$ cat src/hdl/mandelbrot_escape_time_core_macros.svh
// assertion macros for the mandelbrot escape time core
// used by the top level only, no other dependencies
`ifndef MANDELBROT_ESCAPE_TIME_CORE_MACROS_SVH
`define MANDELBROT_ESCAPE_TIME_CORE_MACROS_SVH
`ifndef NO_ASSERTIONS
`define MET_ASSERT_IMP(lbl, ck, rn, a, c) \
	lbl: assert property (@(posedge ck) disable iff (!rn) (a) |-> (c)) \
		else $error("same cycle check failed");
`define MET_ASSERT_NXT(lbl, ck, rn, a, c) \
	lbl: assert property (@(posedge ck) disable iff (!rn) (a) |=> (c)) \
		else $error("next cycle check failed");
`else
`define MET_ASSERT_IMP(lbl, ck, rn, a, c)
`define MET_ASSERT_NXT(lbl, ck, rn, a, c)
`endif
`endif

$ cat src/hdl/met_pkg.sv
// shared types and constants of the mandelbrot escape time core
// no dependencies
`timescale 1ns / 1ps
package met_pkg;
	localparam int unsigned ITERATION_LIMIT = 4000;
	localparam int unsigned PIX_BITS = 12;
	localparam int unsigned CNT_BITS = 12;

	localparam logic [1:0] CFG_X_OFFSET = 2'd0;
	localparam logic [1:0] CFG_Y_OFFSET = 2'd1;
	localparam logic [1:0] CFG_ZOOM = 2'd2;
	localparam logic [1:0] CFG_MAX_ITER = 2'd3;

	typedef enum logic [1:0] {
		F_IDLE,
		F_DIV,
		F_PUSH
	} front_state_t;

	typedef enum logic [2:0] {
		B_IDLE,
		B_MUL,
		B_RES,
		B_UPD1,
		B_UPD2,
		B_CHK,
		B_GRAY,
		B_FIN
	} back_state_t;

	typedef enum logic [2:0] {
		OP_RR0,
		OP_II0,
		OP_RI,
		OP_RR,
		OP_II
	} mul_op_t;

	typedef struct packed {
		logic [7:0] gray;
		logic [CNT_BITS-1:0] count;
		logic [PIX_BITS-1:0] row;
		logic [PIX_BITS-1:0] col;
	} result_t;
endpackage

$ cat src/hdl/met_front.sv
// front end: accepts pixels and maps them to plane coordinates by long division
// depends on met_pkg
`timescale 1ns / 1ps
module met_front import met_pkg::*; #(
	parameter int FRACTION_BITS = 40
) (
	input  logic clk,
	input  logic arst_n,
	input  logic in_valid,
	output logic in_ready,
	input  logic [PIX_BITS-1:0] column,
	input  logic [PIX_BITS-1:0] row,
	input  logic [31:0] x_offset,
	input  logic [31:0] y_offset,
	input  logic [30:0] zoom_divisor,
	output logic out_valid,
	input  logic out_ready,
	output logic [2*PIX_BITS+2*(FRACTION_BITS+8)-1:0] out_data
);
	localparam int W = FRACTION_BITS + 8;
	localparam int M = FRACTION_BITS + 7;
	localparam int DN = 33 + FRACTION_BITS;
	localparam int CW = $clog2(DN);

	front_state_t state_q, state_d;
	logic [CW-1:0] step_q;
	logic [PIX_BITS-1:0] col_q, row_q;
	logic [32:0] dx_q, dy_q;
	logic [30:0] rx_q, ry_q;
	logic [DN-1:0] qx_q, qy_q;
	logic sx_q, sy_q;
	logic [30:0] zoom;
	logic signed [32:0] sum_x, sum_y;
	logic [31:0] tx, ty;
	logic gex, gey;

	function automatic logic [W-1:0] coord(input logic [DN-1:0] q, input logic neg);
		logic [W-1:0] v;
		if (q[DN-1:FRACTION_BITS] > 33'd127) v = {1'b0, {M{1'b1}}};
		else v = {1'b0, q[M-1:0]};
		return neg ? -v : v;
	endfunction

	assign zoom = (zoom_divisor == 31'd0) ? 31'd1 : zoom_divisor;
	assign sum_x = $signed({21'd0, column}) + $signed({x_offset[31], x_offset});
	assign sum_y = $signed({21'd0, row}) + $signed({y_offset[31], y_offset});
	assign tx = {rx_q, dx_q[32]};
	assign ty = {ry_q, dy_q[32]};
	assign gex = tx >= {1'b0, zoom};
	assign gey = ty >= {1'b0, zoom};
	assign out_data = {col_q, row_q, coord(qx_q, sx_q), coord(qy_q, sy_q)};

	always_ff @(posedge clk or negedge arst_n) begin
		if (!arst_n) state_q <= F_IDLE;
		else state_q <= state_d;
	end

	always_comb begin
		state_d = state_q;
		in_ready = 1'b0;
		out_valid = 1'b0;
		unique case (state_q)
			F_IDLE: begin
				in_ready = 1'b1;
				if (in_valid) state_d = F_DIV;
			end
			F_DIV: if (step_q == CW'(DN - 1)) state_d = F_PUSH;
			F_PUSH: begin
				out_valid = 1'b1;
				if (out_ready) state_d = F_IDLE;
			end
			default: state_d = F_IDLE;
		endcase
	end

	always_ff @(posedge clk) begin
		if (state_q == F_IDLE && in_valid) begin
			col_q <= column;
			row_q <= row;
			sx_q <= sum_x[32];
			sy_q <= sum_y[32];
			dx_q <= sum_x[32] ? 33'(-sum_x) : 33'(sum_x);
			dy_q <= sum_y[32] ? 33'(-sum_y) : 33'(sum_y);
			rx_q <= '0;
			ry_q <= '0;
			step_q <= '0;
		end else if (state_q == F_DIV) begin
			rx_q <= gex ? 31'(tx - {1'b0, zoom}) : tx[30:0];
			ry_q <= gey ? 31'(ty - {1'b0, zoom}) : ty[30:0];
			qx_q <= {qx_q[DN-2:0], gex};
			qy_q <= {qy_q[DN-2:0], gey};
			dx_q <= {dx_q[31:0], 1'b0};
			dy_q <= {dy_q[31:0], 1'b0};
			step_q <= step_q + 1'b1;
		end
	end
endmodule

$ cat src/hdl/met_queue.sv
// two entry queue between the front and the back end
// depends on met_pkg
`timescale 1ns / 1ps
module met_queue import met_pkg::*; #(
	parameter int DW = 120
) (
	input  logic clk,
	input  logic arst_n,
	input  logic in_valid,
	output logic in_ready,
	input  logic [DW-1:0] in_data,
	output logic out_valid,
	input  logic out_ready,
	output logic [DW-1:0] out_data
);
	logic [DW-1:0] mem_q [2];
	logic wp_q, rp_q;
	logic [1:0] cnt_q;
	logic push, pop;

	assign in_ready = cnt_q != 2'd2;
	assign out_valid = cnt_q != 2'd0;
	assign out_data = mem_q[rp_q];
	assign push = in_valid && in_ready;
	assign pop = out_valid && out_ready;

	always_ff @(posedge clk or negedge arst_n) begin
		if (!arst_n) begin
			wp_q <= 1'b0;
			rp_q <= 1'b0;
			cnt_q <= 2'd0;
		end else begin
			if (push) wp_q <= ~wp_q;
			if (pop) rp_q <= ~rp_q;
			cnt_q <= cnt_q + {1'b0, push} - {1'b0, pop};
		end
	end

	always_ff @(posedge clk) begin
		if (push) mem_q[wp_q] <= in_data;
	end
endmodule

$ cat src/hdl/met_back.sv
// back end: iterates z = z*z + c on a shared multiplier and grades the count
// depends on met_pkg
`timescale 1ns / 1ps
module met_back import met_pkg::*; #(
	parameter int FRACTION_BITS = 40
) (
	input  logic clk,
	input  logic arst_n,
	input  logic in_valid,
	output logic in_ready,
	input  logic [2*PIX_BITS+2*(FRACTION_BITS+8)-1:0] in_data,
	input  logic [CNT_BITS-1:0] limit,
	output logic out_valid,
	input  logic out_ready,
	output result_t out_result
);
	localparam int W = FRACTION_BITS + 8;
	localparam int M = FRACTION_BITS + 7;
	localparam int H = (M + 1) / 2;
	localparam int AW = 4 * H;
	localparam logic [W-1:0] MAXV = {1'b0, {M{1'b1}}};
	localparam logic signed [W:0] MAXE = {2'b00, {M{1'b1}}};
	localparam logic signed [W-1:0] ESC = {{(W-4){1'b0}}, 4'd9} << FRACTION_BITS;

	back_state_t state_q, state_d;
	mul_op_t op_q;
	logic signed [W-1:0] cre_q, cim_q, re_q, im_q, rr_q, ii_q, ri_q, t_q;
	logic [PIX_BITS-1:0] col_q, row_q;
	logic [CNT_BITS-1:0] cnt_q;
	logic [2:0] step_q, gstep_q;
	logic [1:0] pk_s1;
	logic [2*H-1:0] pp_s1;
	logic [AW-1:0] acc_q, sh;
	logic [19:0] rem_q, cmp;
	logic [7:0] gq_q;
	logic ovalid_q;
	result_t ores_q;
	logic signed [W-1:0] a_sel, b_sel, res_val;
	logic [W-1:0] am, bm;
	logic [2*H-1:0] ax, bx;
	logic [H-1:0] ah, bh;
	logic [M-1:0] res_mag;
	logic res_neg, escape, load_out;

	function automatic logic signed [W-1:0] sat_add(input logic signed [W-1:0] a,
		input logic signed [W-1:0] b);
		logic signed [W:0] s;
		s = {a[W-1], a} + {b[W-1], b};
		if (s > MAXE) return MAXV;
		else if (s < -MAXE) return -MAXV;
		else return s[W-1:0];
	endfunction

	assign a_sel = (op_q == OP_II0 || op_q == OP_II) ? im_q : re_q;
	assign b_sel = (op_q == OP_RR0 || op_q == OP_RR) ? re_q : im_q;
	assign am = a_sel[W-1] ? -a_sel : a_sel;
	assign bm = b_sel[W-1] ? -b_sel : b_sel;
	assign ax = (2*H)'(am[M-1:0]);
	assign bx = (2*H)'(bm[M-1:0]);
	assign ah = step_q[1] ? ax[2*H-1:H] : ax[H-1:0];
	assign bh = (step_q[1:0] == 2'd1 || step_q[1:0] == 2'd3) ? bx[2*H-1:H] : bx[H-1:0];

	assign sh = (op_q == OP_RI) ? acc_q >> (FRACTION_BITS - 1) : acc_q >> FRACTION_BITS;
	assign res_mag = (|sh[AW-1:M]) ? {M{1'b1}} : sh[M-1:0];
	assign res_neg = (op_q == OP_RI) && (re_q[W-1] != im_q[W-1]);
	assign res_val = res_neg ? -$signed({1'b0, res_mag}) : $signed({1'b0, res_mag});
	assign escape = sat_add(rr_q, ii_q) > ESC;
	assign cmp = 20'(limit) << gstep_q;
	assign load_out = (state_q == B_FIN) && (!ovalid_q || out_ready);
	assign out_valid = ovalid_q;
	assign out_result = ores_q;

	always_ff @(posedge clk or negedge arst_n) begin
		if (!arst_n) begin
			state_q <= B_IDLE;
			ovalid_q <= 1'b0;
		end else begin
			state_q <= state_d;
			if (load_out) ovalid_q <= 1'b1;
			else if (out_ready) ovalid_q <= 1'b0;
		end
	end

	always_comb begin
		state_d = state_q;
		in_ready = 1'b0;
		unique case (state_q)
			B_IDLE: begin
				in_ready = 1'b1;
				if (in_valid) state_d = B_MUL;
			end
			B_MUL: if (step_q == 3'd4) state_d = B_RES;
			B_RES: state_d = (op_q == OP_RI) ? B_UPD1 : (op_q == OP_II) ? B_CHK : B_MUL;
			B_UPD1: state_d = B_UPD2;
			B_UPD2: state_d = B_MUL;
			B_CHK: state_d = (escape || cnt_q == limit) ? B_GRAY : B_MUL;
			B_GRAY: if (gstep_q == 3'd0) state_d = B_FIN;
			B_FIN: if (load_out) state_d = B_IDLE;
			default: state_d = B_IDLE;
		endcase
	end

	always_ff @(posedge clk) begin
		pp_s1 <= (2*H)'(ah) * (2*H)'(bh);
		pk_s1 <= step_q[1:0];
		if (state_q == B_MUL) begin
			step_q <= step_q + 3'd1;
			if (step_q == 3'd0) acc_q <= '0;
			else if (pk_s1 == 2'd0) acc_q <= acc_q + AW'(pp_s1);
			else if (pk_s1 == 2'd3) acc_q <= acc_q + (AW'(pp_s1) << (2*H));
			else acc_q <= acc_q + (AW'(pp_s1) << H);
		end else begin
			step_q <= 3'd0;
		end
		unique case (state_q)
			B_IDLE: if (in_valid) begin
				col_q <= in_data[2*W+2*PIX_BITS-1 -: PIX_BITS];
				row_q <= in_data[2*W+PIX_BITS-1 -: PIX_BITS];
				cre_q <= in_data[2*W-1 -: W];
				re_q <= in_data[2*W-1 -: W];
				cim_q <= in_data[W-1:0];
				im_q <= in_data[W-1:0];
				cnt_q <= '0;
				op_q <= OP_RR0;
			end
			B_RES: begin
				case (op_q)
					OP_RR0, OP_RR: rr_q <= res_val;
					OP_II0, OP_II: ii_q <= res_val;
					default: ri_q <= res_val;
				endcase
				case (op_q)
					OP_RR0: op_q <= OP_II0;
					OP_II0: op_q <= OP_RI;
					OP_RR: op_q <= OP_II;
					default: op_q <= op_q;
				endcase
			end
			B_UPD1: begin
				t_q <= sat_add(rr_q, -ii_q);
				im_q <= sat_add(ri_q, cim_q);
			end
			B_UPD2: begin
				re_q <= sat_add(t_q, cre_q);
				cnt_q <= cnt_q + 1'b1;
				op_q <= OP_RR;
			end
			B_CHK: begin
				op_q <= OP_RI;
				rem_q <= {cnt_q, 8'd0} - 20'(cnt_q);
				gq_q <= '0;
				gstep_q <= 3'd7;
			end
			B_GRAY: begin
				if (rem_q >= cmp) begin
					rem_q <= rem_q - cmp;
					gq_q[gstep_q] <= 1'b1;
				end
				gstep_q <= gstep_q - 3'd1;
			end
			B_FIN: if (load_out) begin
				ores_q.col <= col_q;
				ores_q.row <= row_q;
				ores_q.count <= cnt_q;
				ores_q.gray <= gq_q;
			end
			default: ;
		endcase
	end
endmodule

$ cat src/hdl/mandelbrot_escape_time_core.sv
// top level of the mandelbrot escape time core: registers, front, queue, back
// depends on met_pkg, met_front, met_queue, met_back and the macros header
//
// channel   | dir | fields (low bit up)
// s_axis    | in  | tdata: column[11:0], row[23:12]
// m_axis    | out | tdata: out_column, out_row, iteration_count, gray_level, pad to 48
// cfg       | in  | cfg_we, cfg_addr (register index), cfg_wdata
//
// front: takes a new pixel only once the bit serial coordinate divider has handed on the last
// back: takes a new pixel only when idle, iterates on the shared 4 pass multiplier,
// then runs the serial gray level division
// a two entry queue lets the front take new pixels while the back iterates
// output register holds a result until taken; the back stalls behind it
// asynchronous active low reset clears control state and loads register defaults
`timescale 1ns / 1ps
`include "mandelbrot_escape_time_core_macros.svh"
module mandelbrot_escape_time_core import met_pkg::*; #(
	parameter int FRACTION_BITS = 40
) (
	input  logic clk,
	input  logic arst_n,
	input  logic s_tvalid,
	output logic s_tready,
	input  logic [23:0] s_tdata, // column, row
	output logic m_tvalid,
	input  logic m_tready,
	output logic [47:0] m_tdata, // out_column, out_row, iteration_count, gray_level
	input  logic cfg_we,
	input  logic [1:0] cfg_addr,
	input  logic [31:0] cfg_wdata
);
	localparam int DW = 2 * PIX_BITS + 2 * (FRACTION_BITS + 8);

	logic [31:0] x_offset_q, y_offset_q;
	logic [30:0] zoom_q;
	logic [11:0] max_iter_q;
	logic [CNT_BITS-1:0] limit;
	logic f_valid, f_ready, b_valid, b_ready;
	logic [DW-1:0] f_data, b_data;
	result_t res;

	always_ff @(posedge clk or negedge arst_n) begin
		if (!arst_n) begin
			x_offset_q <= -32'sd640;
			y_offset_q <= -32'sd360;
			zoom_q <= 31'd256;
			max_iter_q <= 12'd100;
		end else if (cfg_we) begin
			unique case (cfg_addr)
				CFG_X_OFFSET: x_offset_q <= cfg_wdata;
				CFG_Y_OFFSET: y_offset_q <= cfg_wdata;
				CFG_ZOOM: zoom_q <= cfg_wdata[30:0];
				CFG_MAX_ITER: max_iter_q <= cfg_wdata[11:0];
				default: ;
			endcase
		end
	end

	assign limit = (max_iter_q == 12'd0) ? 12'd1 :
		(32'(max_iter_q) > ITERATION_LIMIT) ? CNT_BITS'(ITERATION_LIMIT) : max_iter_q;

	met_front #(.FRACTION_BITS(FRACTION_BITS)) u_front (
		.clk(clk), .arst_n(arst_n),
		.in_valid(s_tvalid), .in_ready(s_tready),
		.column(s_tdata[11:0]), .row(s_tdata[23:12]),
		.x_offset(x_offset_q), .y_offset(y_offset_q), .zoom_divisor(zoom_q),
		.out_valid(f_valid), .out_ready(f_ready), .out_data(f_data)
	);

	met_queue #(.DW(DW)) u_queue (
		.clk(clk), .arst_n(arst_n),
		.in_valid(f_valid), .in_ready(f_ready), .in_data(f_data),
		.out_valid(b_valid), .out_ready(b_ready), .out_data(b_data)
	);

	met_back #(.FRACTION_BITS(FRACTION_BITS)) u_back (
		.clk(clk), .arst_n(arst_n),
		.in_valid(b_valid), .in_ready(b_ready), .in_data(b_data),
		.limit(limit),
		.out_valid(m_tvalid), .out_ready(m_tready), .out_result(res)
	);

	assign m_tdata = {4'd0, res};

	`MET_ASSERT_IMP(a_count_nonzero, clk, arst_n, m_tvalid, m_tdata[35:24] != 12'd0)
	`MET_ASSERT_IMP(a_count_in_limit, clk, arst_n, m_tvalid, m_tdata[35:24] <= limit)
	`MET_ASSERT_IMP(a_full_gray, clk, arst_n, m_tvalid && m_tdata[35:24] == limit, m_tdata[43:36] == 8'd255)
	`MET_ASSERT_NXT(a_front_busy, clk, arst_n, s_tvalid && s_tready, !s_tready)
endmodule
$ cat config.mk
export PLATFORM = sky130hd
export DESIGN_NAME = mandelbrot_escape_time_core
export DESIGN_NICKNAME = d
export VERILOG_FILES = /design/src/hdl/met_pkg.sv /design/src/hdl/met_front.sv /design/src/hdl/met_queue.sv /design/src/hdl/met_back.sv /design/src/hdl/mandelbrot_escape_time_core.sv
export VERILOG_INCLUDE_DIRS = /design/src /design/src/hdl
export SDC_FILE = /design/constraint.sdc
export NUM_CORES = 2
export LEC_CHECK = 0
export ABC_CLOCK_PERIOD_IN_PS = 14160
export BUFFER_PORTS_ARGS = -buffer_cell sky130_fd_sc_hd__buf_2
export CAP_MARGIN = 20
export CORE_MARGIN = 2
export CORE_UTILIZATION = 23
export CTS_BUF_LIST = sky130_fd_sc_hd__clkbuf_4
export CTS_CLUSTER_SIZE = 24
export DETAILED_ROUTE_END_ITERATION = 8
export GPL_TIMING_DRIVEN = 0
export PLACE_DENSITY_LB_ADDON = 0.15
export RECOVER_POWER = 100
export SYNTH_ARGS = -nofsm -noshare
export SYNTH_HDL_FRONTEND = slang
export SYNTH_SLANG_ARGS = --single-unit
$ cat constraint.sdc
create_clock -name clk -period 14.16 [get_ports clk]
set_input_delay 1.416 -clock clk [delete_from_list [all_inputs] [get_ports clk]]
set_output_delay 1.416 -clock clk [all_outputs]
set_load 0.05 [all_outputs]
==> impl_metrics.toml <==
[outcome]
status = "complete, but fails checks"
failed_checks = "capacitance limit, slew limit"

[die]
design.die.area_um2 = 458000
rows = 247
top_level_ports = 113
start_util_pct = 23.1
floorplan.die.height_um = 677
core_um2 = 452000
die_x_um = 677

[clocking]
cts_root_buffer = "clkbuf_4"
cts_tree = "yes"
clock_path_buffers = 4
path_clk_slew_ns = 0.08
cts_htree_levels = 5
tritoncts.num_buffers = 393
worst_skew_pair.late_latency_ns = 1.43
numClockSinks = 1311

[logic_synthesis]
async_flop_share_pct = 8.92
postSynth.topFlopCell = "edfxtp_1"
netlist_instances = 10946
synth_cell_types = 115
synthesis.yosys.warnings = 0
mapped_cell_area_um2 = 104000
ys_ff_latch = 1311
synth-seq-area-share_pct = 36.1
avg_inst_size_synth_um2 = 9.51
synth_enable_flop_cells = 1072

[sta]
timing.final.hold_violations = 0
setup_ws_ns = 0.592
period_share_pct = 95.8
finalSetupViolCount = 0
achievable-frequency_ghz = 0.0737
tightest_slew_ns = 6.85
final-max-slew-violation-count = 1093
max-slew-margin-rel_pct = -357
layout_min_cycle_time_ns = 13.57
rsz0062_at_grt = "false"
fin_skew_ns = 0.186

[detailed_routing]
drt-pass1-iter-count = 6
routed_wl_per_cell_um = 23.9
number_of_remaining_drc_errors = 0
route.vias.total = 86280
wirelength_um = 425000
initialDrtViolationCount = 7151
vias_per_cell = 4.84
ant_nets = 0

[grt]
grt_use_total_pct = 18.0
grt-busiest-layer = "met2"
global_route.usage.met3_pct = 2.34
met1_usage_pct = 25.0
first_pass_grt_wire_length_um = 612000
grt_max_degree = 102
grt_overflow_total = 0
number_of_global_route_vias_before_repair = 85476
globalRouteMet2Util_pct = 29.1
grt_antenna_before_repair = 25

[job]
cap_violations = 29

[setup_path]
startpoint_type = "register"
cpPeakStageDelay_ns = 0.62
worstSetupPathType = "register to register"
worst-r2r-cell-count = 42
crit_arrival_ns = 14.86
setup.worst_path.end_class = "register"
worst_ep_required_time_ns = 15.45
worstPathMaxFanout = 19
cp_slowest_cell = "or4_4"
path_common_cell = "fa_1"

[place]
place_congestion = 0.920
port_buffers = 108
place_worst_setup_slack_ns = -1.60
area_after_dpl_um2 = 113000
dp_hpwl_um = 338000

[worst_hold_path]
worst_hold_path_stage_count = 1
hold_path.class = "primary input to register"

[cells_and_area]
postLayoutCellArea_um2 = 118000
synthToLayoutAreaGrowth_pct = 13.0
post-route-util_pct = 26.1
drive_above_1_share_pct = 8.90
layout.nets = 12700
==> path summary, 6_finish.rpt <==
check | start | end | slack, ns
min reg2reg | u_front.row_q[7]$_DFFE_PP_ | u_queue.mem_q[0][103]$_DFFE_PP_ | 0.34
min | s_tdata[14] | u_front.row_q[2]$_DFFE_PP_ | 0.28
max | u_back.op_q[1]$_DFFE_PP_ | u_back.pp_s1[44]$_DFF_P_ | 0.59
min in group asynchronous | arst_n | x_offset_q[5]$_DFFE_PN0P_ | 1.61
max reg2reg | u_back.op_q[1]$_DFFE_PP_ | u_back.pp_s1[44]$_DFF_P_ | 0.59
max in group asynchronous | arst_n | u_back.state_q[1]$_DFFE_PN0P_ | 7.78
==> cell usage in the layout (no fill, tap or decap), types with 78 or more instances in the layout <==
master	count
nand2b_1	109
clkbuf_4	585
nand4_1	116
and3_1	78
nand3_1	214
ha_1	636
xnor2_1	437
clkinv_1	89
nor3_1	204
nand2_1	1185
o21ai_0	651
a21oi_1	714
o21a_1	88
nor2_1	909
nor4_1	93
a21o_1	279
xor2_1	320
mux2_2	137
edfxtp_1	1072
mux2i_1	155
a31oi_1	113
or3_1	83
fa_1	494
clkbuf_1	530
inv_1	815
nor2b_1	108
and2_1	82
a211oi_1	100
mux2_1	99
dfxtp_1	122
==> cell families (layout without fill, tap and decap cells) <==
family	count (synthesis)	in the layout	share of synthesized area [%]
xor+xnor	757	757	6.37
simple gates	3393	3393	15.2
buf+inv	1333	2206	4.90
flops	1311	1311	36.1
fa+ha+maj	1168	1168	17.5
compound gates	2587	2587	15.8
mux	396	396	4.11
other cells	1	18	0.00360
==> synthesized netlist by cell type (88+ instances only) <==
library cell  count  area share [%]
nor2b_1         108            0.65
mux2_2          236             2.6
o21a_1           88            0.63
nor4_1           93            0.56
a21o_1          279             2.0
nand2b_1        109            0.66
nand4_1         116            0.70
ha_1            636             7.6
inv_1           818             2.9
nand2_1        1185             4.3
o21ai_0         644             3.1
fa_1            494             9.5
nand3_1         214             1.0
mux2i_1         157             1.5
dfxtp_1         122             2.3
edfxtp_1       1072              31
clkbuf_1        405             1.5
xnor2_1         437             3.7
nor3_1          206            0.99
a211oi_1        100            0.72
a31oi_1         114            0.69
xor2_1          320             2.7
and2_1           93            0.56
a21oi_1         717             3.4
nor2_1          909             3.3
==> per-layer routing <==
metal	vias to the layer above	wire length, µm
met4	12	12300
met1	42718	195000
met2	2621	195000
met5	-	81
li1	40378	-
met3	551	23200
==> metrics by stage <==
| step | hold slack (ns) | std cells | TNS (ns) |
|---|---|---|---|
| floorplan | 0.353 | 10949 | 0 |
| global placement | 0.401 | 17033 | -30.24 |
| detailed placement | 0.405 | 17080 | -13.55 |
| CTS | 0.0227 | 17790 | 0 |
| global route | 0.180 | 17801 | 0 |
| finish | 0.279 | 17812 | 0 |
==> worst max-delay path, delay by kind of cell, from the launching register on <==
family	cells	cell delay (ns)
AO/OA/AOI/OAI	10	2.69
XOR/XNOR	3	0.74
adder cells (fa/ha/maj)	9	4.57
buffers and inverters	10	2.21
flip-flops	1	0.52
multiplexers	1	0.30
AND/OR/NAND/NOR	9	2.46
==> sequential cells by signal (all words and copies together), names as in the netlist, 31 cells and up <==
signal             cells
u_queue.mem_q        240
u_back.acc_q          96
u_front.qx_q          73
u_front.qy_q          73
u_back.cim_q          48
u_back.cre_q          48
u_back.ii_q           48
u_back.im_q           48
u_back.pp_s1          48
u_back.re_q           48
u_back.ri_q           48
u_back.rr_q           48
u_back.t_q            48
u_back.out_result     44
u_front.dx_q          33
u_front.dy_q          33
x_offset_q            32
y_offset_q            32
u_front.rx_q          31
u_front.ry_q          31
zoom_q                31
==> cell type report <==
cell class                      instances  area (µm²)
Fill cell                           48885      334000
Multi-Input combinational cell       8305       61500
Sequential cell                      1311       37600
Tap cell                             5976        7480
Clock buffer                          584        4380
Inverter                              821        3090
Buffer                                510        2020
Timing Repair Buffer                  165         840
Clock inverter                        126         698
Antenna cell                           14        35.0
==> repair_timing <==
item / in CTS / in global routing
resized for setup: 18 / 13
pin swaps: 1 / 1
hold buffers: 1 / 0
setup endpoints to repair: 16 / 10
setup buffers: 0 / 1
hold endpoints to repair: 18 / 0
Power is left out: the tool's default activity adds up to more than one toggle a clock period on the data nets, which glitch-free logic cannot reach.
